==> src/rtl/swlm_pkg.sv <==
package swlm_pkg;

	// Register and field widths of the block's ports
	localparam int THR_W        = 15;
	localparam int SQ_W         = 2;
	localparam int FRAME_W      = 11;
	localparam int CFG_DATA_W   = 15;
	localparam int CFG_IDX_W    = 2;
	localparam int COORD_W      = 10;
	localparam int VALUE_W      = 15;
	localparam int OUT_FIELDS_W = 2 * COORD_W + VALUE_W;
	localparam int OUT_TDATA_W  = ((OUT_FIELDS_W + 7) / 8) * 8;

	// Smallest frame extent the geometry clamps to
	localparam int MIN_FRAME_DIM = 8;

	// Register reset values
	localparam logic [THR_W-1:0]   THR_RESET   = 15'd0;
	localparam logic [SQ_W-1:0]    SQ_RESET    = 2'd1;
	localparam logic [FRAME_W-1:0] FRAME_RESET = 11'd1024;

	// Configuration register indexes
	typedef enum logic [CFG_IDX_W-1:0] {
		CFG_THRESHOLD     = 2'd0,
		CFG_SQUARE_SIZE   = 2'd1,
		CFG_FRAME_COLUMNS = 2'd2,
		CFG_FRAME_ROWS    = 2'd3
	} cfg_reg_t;

	// Control that travels with a pixel into the window stage
	typedef struct packed {
		logic               valid;
		logic               elig;
		logic [COORD_W-1:0] col;
		logic [COORD_W-1:0] row;
	} win_ctl_t;

	// One found peak, column in the lowest bits
	typedef struct packed {
		logic [VALUE_W-1:0] value;
		logic [COORD_W-1:0] row;
		logic [COORD_W-1:0] col;
	} peak_t;

endpackage

==> src/rtl/swlm_out_skid.sv <==
module swlm_out_skid (
	input  logic                             clk,
	input  logic                             arst_n,
	input  logic                             in_valid,
	input  swlm_pkg::peak_t                  in_data,
	output logic                             space_ok,
	output logic                             out_valid,
	input  logic                             out_ready,
	output logic [swlm_pkg::OUT_TDATA_W-1:0] out_data
);

	import swlm_pkg::*;

	logic  out_v_q;
	logic  skid_v_q;
	peak_t out_d_q;
	peak_t skid_d_q;
	logic  drain;
	logic  in_fire;

	assign drain   = !out_v_q || out_ready;
	assign in_fire = in_valid && !skid_v_q;

	// Refill the output from the skid first, park a request in the skid on a stall
	always_ff @(posedge clk or negedge arst_n) begin
		if (!arst_n) begin
			out_v_q  <= 1'b0;
			skid_v_q <= 1'b0;
		end else if (drain) begin
			if (skid_v_q) begin
				out_v_q  <= 1'b1;
				skid_v_q <= 1'b0;
			end else begin
				out_v_q <= in_fire;
			end
		end else if (in_fire) begin
			skid_v_q <= 1'b1;
		end
	end

	// Move the payload along the same paths
	always_ff @(posedge clk) begin
		if (drain) begin
			if (skid_v_q) begin
				out_d_q <= skid_d_q;
			end else if (in_fire) begin
				out_d_q <= in_data;
			end
		end else if (in_fire) begin
			skid_d_q <= in_data;
		end
	end

	assign space_ok  = !skid_v_q;
	assign out_valid = out_v_q;
	assign out_data  = OUT_TDATA_W'(out_d_q);

endmodule

==> config.mk <==
export PLATFORM = sky130hd
export DESIGN_NAME = swlm_out_skid
export DESIGN_NICKNAME = d
export VERILOG_FILES = /design/src/rtl/swlm_pkg.sv /design/src/rtl/swlm_out_skid.sv
export SDC_FILE = /design/constraint.sdc
export NUM_CORES = 1
export LEC_CHECK = 0
export BUFFER_PORTS_ARGS = -buffer_cell sky130_fd_sc_hd__buf_2
export CORE_ASPECT_RATIO = 0.8
export CORE_UTILIZATION = 40
export CTS_BUF_LIST = sky130_fd_sc_hd__clkbuf_8
export CTS_CLUSTER_SIZE = 30
export DETAILED_ROUTE_END_ITERATION = 16
export SLEW_MARGIN = 20
export SYNTH_ARGS = -nofsm -noshare
export SYNTH_HDL_FRONTEND = slang
export SYNTH_SLANG_ARGS = --single-unit
export TNS_END_PERCENT = 50
==> constraint.sdc <==
create_clock -name clk -period 4.4 [get_ports clk]
set_input_delay 0 -clock clk [delete_from_list [all_inputs] [get_ports clk]]
set_output_delay 0 -clock clk [all_outputs]
set_load 0.05 [all_outputs]
==> out/results.ini <==
[power_and_ir_drop]
clockPowerShare_pct=36.0
swShare_pct=24.7
power_switching_uw=417
comb_power_share_pct=14.7
finalPower_uw=1680
powerDensity_nw_per_um2=450
p_seq_share_pct=49.3
p_leak_uw=0.00145
ir_worst_vdd_mv=0.295
p_int_uw=1270

[sta]
fin_crit_sh_pct=49.9
maxSlewHeadroom_pct=39.2
tightest_slew_ns=0.912
rsz0062_at_grt=false
hold_viol=0
finalCriticalPeriod_ns=2.19
final.setup.tns_ns=0
slew_viol_final=0
fin_skew_ns=0.00575
timing.fmax_ghz=0.456
setup_viol=0

[global_route]
use_met3_pct=6.06
use_met2_pct=23.0
grt_first_pass_wirelength_um=7110
grt_max_degree=40
antenna_found_initial=0
grtUsageMet1_pct=17.4
grt-busiest-layer=met2
grt_pass1_vias=1413
grt-ovfl-total=0
gr-usage-all-layers_pct=14.2

[die]
dieArea_sq_um=7040
die_y_um=75.3
ios=81
core-area_sq_um=6440
start_util_pct=41.7
chipWidth_um=93.6
row_count=26

[clock_network]
cts_tree=yes
path_clk_slew_ns=0.07
cts.sinks=72
htreeDepth=3
cts_setup_buffers=0
clock-root-buffer=clkbuf_8
cts_buffer_depth=2
clock_latency_ns=0.34
cts_buffers=9

[critical_path]
start_kind=flop
rrSetupSlack_ns=2.21
crit_slowest_cell=dfrtp_2
r2r_cells=1
slowest_delay_ns=0.97
path_cells=o21a_2
cp-startpoint=skid_v_q$_DFFE_PN0P_
r2r_start=skid_v_q$_DFFE_PN0P_
critPathMaxFanout=39
worstSetupEndpointType=flop
cp.arrival_ns=2.16
path_buf_inv=0
worstPathRequired_ns=4.37
crit_end=out_data[21]$_DFFE_PP_
worstSetupPathDepth=1
crit_family=flip-flops
worstSetupPathType=reg -> reg
r2r-end=out_data[21]$_DFFE_PP_

[logic_synthesis]
synth_compound_area_share_pct=0.280
yosys.area_share.simple_pct=0.932
ys_seq_area_share_pct=80.2
synth_warnings=0
avgSynthCellArea_sq_um=21.6
synth-seq-cells=72
synth_mux_area_share_pct=15.5
yosysUniqueCellTypes=13
synth_top_family_by_area=multiplexers
synthAdderAreaFrac_pct=0
synth_xor_area_share_pct=0
synth_area_sq_um=2680
postSynthCellCount=124

[layout]
fin_nets=284
synthToLayoutAreaGrowth_pct=39.4
n_antenna_cell=0
drive_gt1_share_pct=52.0

[place]
port_buffers=75
gp_congestion=0.665
dpl.hpwl_um=3030

[routing]
post_drt_wl_per_cell_um=14.1
vias=1485
drc=0
drtAntennaViolNets=0
wl_um=4720
drtIter0Drc=81
vias_per_cell=4.45
dr.pass1.iters=4

[outcome]
status=completed

[min_path]
hold_class=in -> reg

[flow_run]
drv_cap=0

-- what timing repair did --
item | in CTS | in global routing
hold buffers | 38 | 0
hold endpoints to repair | 73 | 0
gates resized for setup | 0 | 0
setup endpoints to repair | 0 | 0
-- Yosys cell counts --
| cell | n | area (sq um) |
|---|---|---|
| edfxtp_1 | 70 | 2100 |
| mux2_2 | 29 | 327 |
| buf_4 | 7 | 52.6 |
| mux2_4 | 6 | 90.1 |
| buf_6 | 2 | 22.5 |
| dfrtp_1 | 2 | 50.1 |
| nor2_1 | 2 | 7.51 |
| conb_1 | 1 | 3.75 |
| inv_1 | 1 | 3.75 |
| nand2_1 | 1 | 3.75 |
| nand2b_1 | 1 | 6.26 |
| nor3b_1 | 1 | 7.51 |
| o21a_1 | 1 | 7.51 |
-- power groups by stage --
stage	Combinational (uW)	Clock, uW	Sequential [uW]
after floorplan	77.9	0	934
after global placement	218	0	844
after detailed placement	223	0	845
after CTS	250	617	831
after global routing	261	645	835
final	247	606	830
-- routing by layer --
layer / up-vias / wire, um
li1: 715 / -
met1: 709 / 2060
met2: 55 / 2270
met3: 6 / 359
met4: 0 / 34
met5: - / 0
-- per-stage QoR --
| step | setup WS, ns | hold WS, ns | util [%] | instances | instance area [sq um] |
|---|---|---|---|---|---|
| 6_report | 2.21 | 0.0172 | 58.1 | 334 | 3740 |
| 5_1_grt | 2.05 | 0.0385 | 58.1 | 334 | 3740 |
| 4_1_cts | 2.13 | 0.00923 | 58.1 | 334 | 3740 |
| 3_5_place_dp | 2.15 | -0.209 | 48.5 | 280 | 3130 |
| 3_3_place_gp | 2.24 | -0.208 | 48.5 | 280 | 3130 |
| 2_1_floorplan | 0.474 | -0.296 | - | 128 | 2700 |
-- how the worst min path moves through the flow --
stage	depth (start not counted)	to	slack (ns)	startpoint
2_1_floorplan	0	out_valid$_DFFE_PN0P_	-0.30	arst_n
3_3_place_gp	1	out_valid$_DFFE_PN0P_	-0.21	arst_n
3_5_place_dp	1	out_valid$_DFFE_PN0P_	-0.21	arst_n
4_1_cts	3	skid_v_q$_DFFE_PN0P_	0.009	out_ready
5_1_grt	3	skid_v_q$_DFFE_PN0P_	0.04	out_ready
6_report	3	skid_v_q$_DFFE_PN0P_	0.02	out_ready
-- placed cells by master (no fill, tap or decap) --
| cell | n |
|---|---|
| bufinv_16 | 3 |
| clkbuf_8 | 9 |
| nor3b_2 | 1 |
| dfrtp_2 | 1 |
| clkinv_2 | 2 |
| mux2_4 | 6 |
| mux2_2 | 29 |
| conb_1 | 5 |
| o21a_2 | 1 |
| dfrtp_1 | 1 |
| buf_4 | 2 |
| nand2_1 | 1 |
| dlygate4sd3_1 | 38 |
| nand2b_1 | 1 |
| buf_2 | 75 |
| inv_1 | 2 |
| nor2_1 | 2 |
| edfxtp_1 | 70 |
| clkinvlp_4 | 1 |
-- kinds of logic (layout without fill, tap and decap cells) --
| group | count (synthesis) | after routing |
|---|---|---|
| flops | 72 | 72 |
| buf+inv | 10 | 132 |
| mux | 35 | 35 |
| other cells | 1 | 5 |
| compound gates | 1 | 1 |
| simple gates | 5 | 5 |
-- sequential cells by signal, indices dropped and copies added (netlist names) --
name       flops
out_data      35
skid_d_q      35
out_valid      1
skid_v_q       1
-- final cells by class --
class	instances	area [sq um]
fillers	510	2700
flip-flops and latches	72	2150
repair buffers	115	771
multi-input cells	46	474
clock buffers	9	124
clock inverters	7	111
well taps	84	105
inverters	1	3.75
No activity file was read; power rests on OpenSTA's default activity.
