--- config.mk ---
export PLATFORM = sky130hd
export DESIGN_NAME = swlm_window
export DESIGN_NICKNAME = d
export VERILOG_FILES = /design/src/rtl/swlm_pkg.sv /design/src/rtl/swlm_window.sv
export SDC_FILE = /design/constraint.sdc
export NUM_CORES = 2
export LEC_CHECK = 0
export CORE_MARGIN = 4
export CORE_UTILIZATION = 25
export DETAILED_ROUTE_END_ITERATION = 10
export DONT_BUFFER_PORTS = 1
export GPL_TIMING_DRIVEN = 0
export PLACE_DENSITY = 0.47
export SKIP_LAST_GASP = 1
export SLEW_MARGIN = 40
export SYNTH_ARGS = -nofsm -noshare
export SYNTH_HDL_FRONTEND = slang
export SYNTH_SLANG_ARGS = --single-unit
--- constraint.sdc ---
create_clock -name clk -period 19.7 [get_ports clk]
set_clock_uncertainty 0.1 [all_clocks]
set_input_delay 3.94 -clock clk [delete_from_list [all_inputs] [get_ports clk]]
set_output_delay 3.94 -clock clk [all_outputs]
set_load 0.02 [all_outputs]
--- src/rtl/swlm_pkg.sv ---
package swlm_pkg;

	// Register and field widths of the block's ports
	localparam int THR_W        = 15;
	localparam int SQ_W         = 2;
	localparam int FRAME_W      = 11;
	localparam int CFG_DATA_W   = 15;
	localparam int CFG_IDX_W    = 2;
	localparam int COORD_W      = 10;
	localparam int VALUE_W      = 15;
	localparam int OUT_FIELDS_W = 2 * COORD_W + VALUE_W;
	localparam int OUT_TDATA_W  = ((OUT_FIELDS_W + 7) / 8) * 8;

	// Smallest frame extent the geometry clamps to
	localparam int MIN_FRAME_DIM = 8;

	// Register reset values
	localparam logic [THR_W-1:0]   THR_RESET   = 15'd0;
	localparam logic [SQ_W-1:0]    SQ_RESET    = 2'd1;
	localparam logic [FRAME_W-1:0] FRAME_RESET = 11'd1024;

	// Configuration register indexes
	typedef enum logic [CFG_IDX_W-1:0] {
		CFG_THRESHOLD     = 2'd0,
		CFG_SQUARE_SIZE   = 2'd1,
		CFG_FRAME_COLUMNS = 2'd2,
		CFG_FRAME_ROWS    = 2'd3
	} cfg_reg_t;

	// Control that travels with a pixel into the window stage
	typedef struct packed {
		logic               valid;
		logic               elig;
		logic [COORD_W-1:0] col;
		logic [COORD_W-1:0] row;
	} win_ctl_t;

	// One found peak, column in the lowest bits
	typedef struct packed {
		logic [VALUE_W-1:0] value;
		logic [COORD_W-1:0] row;
		logic [COORD_W-1:0] col;
	} peak_t;

endpackage

--- src/rtl/swlm_window.sv ---
module swlm_window #(
	parameter int LINES      = 7,
	parameter int PIXEL_BITS = 16,
	parameter int HW_W       = 2
) (
	input  logic                             clk,
	input  logic                             arst_n,
	input  logic                             en,
	input  swlm_pkg::win_ctl_t               ctl_s1,
	input  logic [PIXEL_BITS-1:0]            pix_s1,
	input  logic [$clog2(LINES)-1:0]         line_s1,
	input  logic [LINES-1:0][PIXEL_BITS-1:0] rd_line,
	input  logic [HW_W-1:0]                  half_width,
	input  logic [swlm_pkg::THR_W-1:0]       threshold,
	output logic                             hit,
	output swlm_pkg::peak_t                  peak
);

	import swlm_pkg::*;

	localparam int LW    = $clog2(LINES);
	localparam int CMP_W = (PIXEL_BITS > 16) ? PIXEL_BITS : 16;

	logic [LW-1:0]                           phys_idx [LINES];
	logic [LINES-1:0][PIXEL_BITS-1:0]        column_in;
	logic [LINES-1:0][LINES-1:0][PIXEL_BITS-1:0] win_q;
	win_ctl_t                                ctl_s2;
	logic [LW-1:0]                           mid;
	logic [PIXEL_BITS-1:0]                   centre;
	logic signed [CMP_W-1:0]                 centre_x;
	logic signed [CMP_W-1:0]                 thr_x;
	logic                                    is_max;
	int                                      span;
	int                                      hw;

	// Order the line reads by age: newest line is the incoming pixel itself
	always_comb begin
		for (int k = 0; k < LINES; k++) begin
			if (line_s1 >= LW'(k)) begin
				phys_idx[k] = line_s1 - LW'(k);
			end else begin
				phys_idx[k] = line_s1 + LW'(LINES - k);
			end
			if (k == 0) begin
				column_in[k] = pix_s1;
			end else begin
				column_in[k] = rd_line[phys_idx[k]];
			end
		end
	end

	// Shift the new column into the window, oldest column drops out
	always_ff @(posedge clk) begin
		if (en && ctl_s1.valid) begin
			for (int k = 0; k < LINES; k++) begin
				win_q[k] <= {win_q[k][LINES-2:0], column_in[k]};
			end
		end
	end

	// Advance the control of the pixel whose window is now complete
	always_ff @(posedge clk or negedge arst_n) begin
		if (!arst_n) begin
			ctl_s2 <= '0;
		end else if (en) begin
			ctl_s2 <= ctl_s1;
		end
	end

	// Compare the centre against every other pixel of the square
	always_comb begin
		hw       = int'(half_width);
		span     = 2 * hw;
		mid      = LW'(half_width);
		centre   = win_q[mid][mid];
		centre_x = CMP_W'($signed(centre));
		thr_x    = CMP_W'({1'b0, threshold});
		is_max   = 1'b1;
		for (int k = 0; k < LINES; k++) begin
			for (int j = 0; j < LINES; j++) begin
				if ((k <= span) && (j <= span) && !((k == hw) && (j == hw)) &&
				    !($signed(win_q[k][j]) < $signed(centre))) begin
					is_max = 1'b0;
				end
			end
		end
	end

	assign hit        = ctl_s2.valid && ctl_s2.elig && (centre_x > thr_x) && is_max;
	assign peak.col   = ctl_s2.col;
	assign peak.row   = ctl_s2.row;
	assign peak.value = centre_x[VALUE_W-1:0];

endmodule

==> reports/qor.csv <==
stage;metric;value;unit
run_status;status;finished clean;
sta;RSZ-0062 raised after global routing;no;
global_routing;Global Route Usage Sum;15.9;%
logic_synthesis;Compound-Gate Fraction of Synth Area;12.0;%
clock_network;root buf cell;clkbuf_16;
worst_setup_path;crit path launch;half_width[0];
routing;first-pass iteration count of the detailed router;5;
power;LEAKAGE;20.2;nW
clock_network;CTS max path bufs;3;
clock_network;clk sink count;806;
logic_synthesis;main combinational cell family by area after synthesis;adder cells;
logic_synthesis;Simple-Gate Fraction of Synth Area;9.92;%
floorplan;Die Width;443;µm
worst_setup_path;CP endpoint;hit;
logic_synthesis;Post-Synth XOR/XNOR Area;0.0740;%
sta;Setup Viol. Count Final;0;
power;P per Cell Area;82.3;mW/mm²
clock_network;Resize count post-CTS;0;
floorplan;CORE AREA;0.188;mm²
worst_setup_path;R2R Path End;win_q[591];
cells_and_area;register area;0.0241;mm²
global_routing;first-pass GRT wire length;230000;µm
sta;setup tns final;0;ns
logic_synthesis;Cell Area, Synth;0.0474;mm²
logic_synthesis;Yosys reg bits;806;
sta;worst slew pin tran;0.962;ns
worst_setup_path;Setup crit start kind;input port;
sta;Final Hold Vio Count;0;
clock_network;Clock Pin Slew Worst Setup and Hold Paths;0.06;ns
cells_and_area;Final Util;28.8;%
power;VDD IR max;52.3;µV
logic_synthesis;Syn Inst Count;3892;
floorplan;row cnt;159;
floorplan;num ports;209;
placed_design;RePlAce Congestion;0.951;
placed_design;Setup WS pre-CTS;4.81;ns
logic_synthesis;ys async rst share;2.73;%
worst_setup_path;Crit Reg-Reg Startpoint;win_q[575];
logic_synthesis;synth top area cells;edfxtp_1 (50%), ha_1 (20%), a21oi_1 (4.2%);
global_routing;largest net degree at the start of global routing;46;
routing;Avg WL per Cell;24.1;µm
sta;final clock period utilization by the worst path;75.8;%
clock_network;hold buffer count at CTS;0;
worst_setup_path;CP Capture Type;primary output;
routing;via density per instance;5.06;
clock_network;clk_lat worst skew;0.67;ns
clock_network;TritonCTS Buffers;84;
worst_setup_path;r2r setup slk;18.73;ns
placed_design;Post-DP HPWL;121000;µm
floorplan;die height;443;µm
job;max-cap violation count;0;
logic_synthesis;Seq/Total Area, Yosys;50.9;%
cells_and_area;layout cells sized above 1;8.47;%
sta;relative slew slack;35.3;%
global_routing;antenna violations before repair;10;
worst_setup_path;required time of the critical path;15.66;ns
sta;fin. max-slew vios;0;
power;Overall Power;4.46;mW
routing;Via Count;33400;
cells_and_area;area of the multi-input gates;0.0225;mm²
logic_synthesis;Yosys top cell by area;edfxtp_1;
cells_and_area;fill cell instance count of the final layout;19100;
logic_synthesis;Ys Warns;0;
logic_synthesis;Post-synth EDFFs;784;
logic_synthesis;top-area cell type share of the netlist area;49.7;%
sta;post-route minimum period;14.92;ns
worst_setup_path;number of cells on the worst reg-to-reg path;0;
routing;DRC;0;
worst_setup_path;CP arrival;10.88;ns
floorplan;Initial Util;25.2;%
placed_design;PortBufs;0;
logic_synthesis;Avg Inst Size Synth;12.2;µm²
worst_setup_path;worst setup path category;input port to primary output;
routing;DR iter-0 viols;2439;
routing;Routed WL;159000;µm
logic_synthesis;Unique masters post-synth;74;
global_routing;vias in the first global route;33000;
logic_synthesis;dominant synthesized flop cell;edfxtp_1;
global_routing;grt ovf;0;
clock_network;H-tree levels;3;
sta;Peak Freq;67.0;MHz
sta;final worst slack;4.78;ns
cells_and_area;Area Growth Syn to Fin;14.4;%
logic_synthesis;post-synthesis adder-cell area fraction;20.1;%
logic_synthesis;Syn Nets;4825;
clock_network;CTS tree;built;
logic_synthesis;multiplexer area fraction after synthesis;5.25;%
cells_and_area;most common cell after layout, fill and taps aside;edfxtp_1;
cells_and_area;commonest cells after routing, fill and taps aside;edfxtp_1 (784), ha_1 (760), nand2_1 (457), a21oi_1 (397), nor2_1 (177);
cells_and_area;Final #Nets;4949;
routing;remaining antenna violation count after routing;0;
worst_setup_path;Critical Path Fanout Max;34;
min_path;Hold Crit Class;register to register;
floorplan;die footprint;0.196;mm²
clock_network;post-CTS setup buffer count;0;
[power by group]
| group | internal [mW] | leakage, nW | switching [mW] | total, mW |
|---|---|---|---|---|
| sequential | 1.98 | 7.59 | 0.0564 | 2.04 |
| clock | 0.884 | 1.29 | 0.665 | 1.55 |
| combinational | 0.324 | 11.4 | 0.546 | 0.870 |
| total | 3.19 | 20.2 | 1.27 | 4.46 |
[how the worst min path moves through the flow]
| stage | startpoint | endpoint | slack, ns | depth (start not counted) |
|---|---|---|---|---|
| 3_3_place_gp | win_q[752] | win_q[768] | 0.33 | 0 |
| 2_1_floorplan | win_q[144] | win_q[160] | 0.32 | 0 |
| 3_5_place_dp | win_q[752] | win_q[768] | 0.33 | 0 |
| 6_report | win_q[464] | win_q[480] | 0.33 | 0 |
| 4_1_cts | win_q[464] | win_q[480] | 0.33 | 0 |
| 5_1_grt | win_q[464] | win_q[480] | 0.35 | 0 |
[through the flow]
stage / area, µm² / hold slack [ns] / std cells
after floorplan: 47400 / 0.317 / 3892
after global placement: 50500 / 0.330 / 6387
after detailed placement: 51500 / 0.327 / 6425
after CTS: 54100 / 0.330 / 6579
after global routing: 54100 / 0.348 / 6579
final: 54200 / 0.334 / 6591
[state kept, by name, summed over array words and instances, names as in the netlist]
signal	cells
peak	20
win_q	784
ctl_s2	2
[layer usage]
metal  share of wire (%)  routed length [µm]  GRT usage (%)  vias to the layer above
li1                    -                   -              -                    15500
met1                  44               70000           20.8                    16400
met2                  45               72200           25.5                     1069
met3                 7.0               11100           3.86                      297
met4                 3.6                5810           5.65                        4
met5               0.021                  34              0                        -
[synthesized netlist by cell type, types with 4 or more instances]
| master | n |
|---|---|
| a2111oi_0 | 28 |
| a211o_1 | 18 |
| a211oi_1 | 59 |
| a21boi_0 | 9 |
| a21o_1 | 42 |
| a21oi_1 | 398 |
| a221oi_1 | 27 |
| a22oi_1 | 9 |
| a31oi_1 | 11 |
| a41oi_1 | 4 |
| and2_1 | 4 |
| and3_1 | 8 |
| and4_1 | 12 |
| buf_1 | 11 |
| buf_2 | 5 |
| buf_4 | 22 |
| clkbuf_1 | 78 |
| dfrtp_1 | 22 |
| edfxtp_1 | 784 |
| ha_1 | 760 |
| inv_1 | 89 |
| mux2_2 | 58 |
| mux2i_1 | 40 |
| mux4_2 | 63 |
| nand2_1 | 457 |
| nand2b_1 | 26 |
| nand3_1 | 143 |
| nand4_1 | 86 |
| nor2_1 | 177 |
| nor2b_1 | 42 |
| nor3_1 | 35 |
| nor3b_1 | 8 |
| nor4_1 | 15 |
| o2111ai_1 | 11 |
| o211ai_1 | 30 |
| o21a_1 | 18 |
| o21ai_0 | 178 |
| o21ai_1 | 4 |
| o221ai_1 | 4 |
| o22ai_1 | 14 |
| o311ai_0 | 15 |
| o31ai_1 | 14 |
| xnor2_1 | 4 |
[cells by family (layout without fill, tap and decap cells)]
logic type	after synthesis	after routing
AOI/OAI and AO/OA	925	925
xor gates and xnor gates	4	4
adders and majority gates	760	760
buffers and inverters	206	398
DFF	806	806
muxes	162	162
other	0	12
and+or+nand+nor	1029	1029
[cell type report]
class / instances / area share [%]
clock buffers: 107 / 4.14
plain buffers: 116 / 0.979
diodes: 12 / 0.0554
multi-input cells: 2880 / 41.5
flip-flops and latches: 806 / 44.5
clock inverters: 47 / 0.744
well taps: 2495 / 5.76
inverters: 90 / 0.771
repair buffers: 38 / 1.60
[critical path, stage by stage]
cell,delay (ns)
buf_1,0.46
buf_1,0.63
mux4_2,0.76
inv_6,0.30
buf_16,0.29
ha_1,0.30
and4_1,0.17
a221oi_1,0.28
o21ai_0,0.28
a221oi_2,0.62
nand4_1,0.38
nor4_1,0.88
nand4_1,0.64
a21oi_1,0.87
Power figures use the tool's default switching activity.
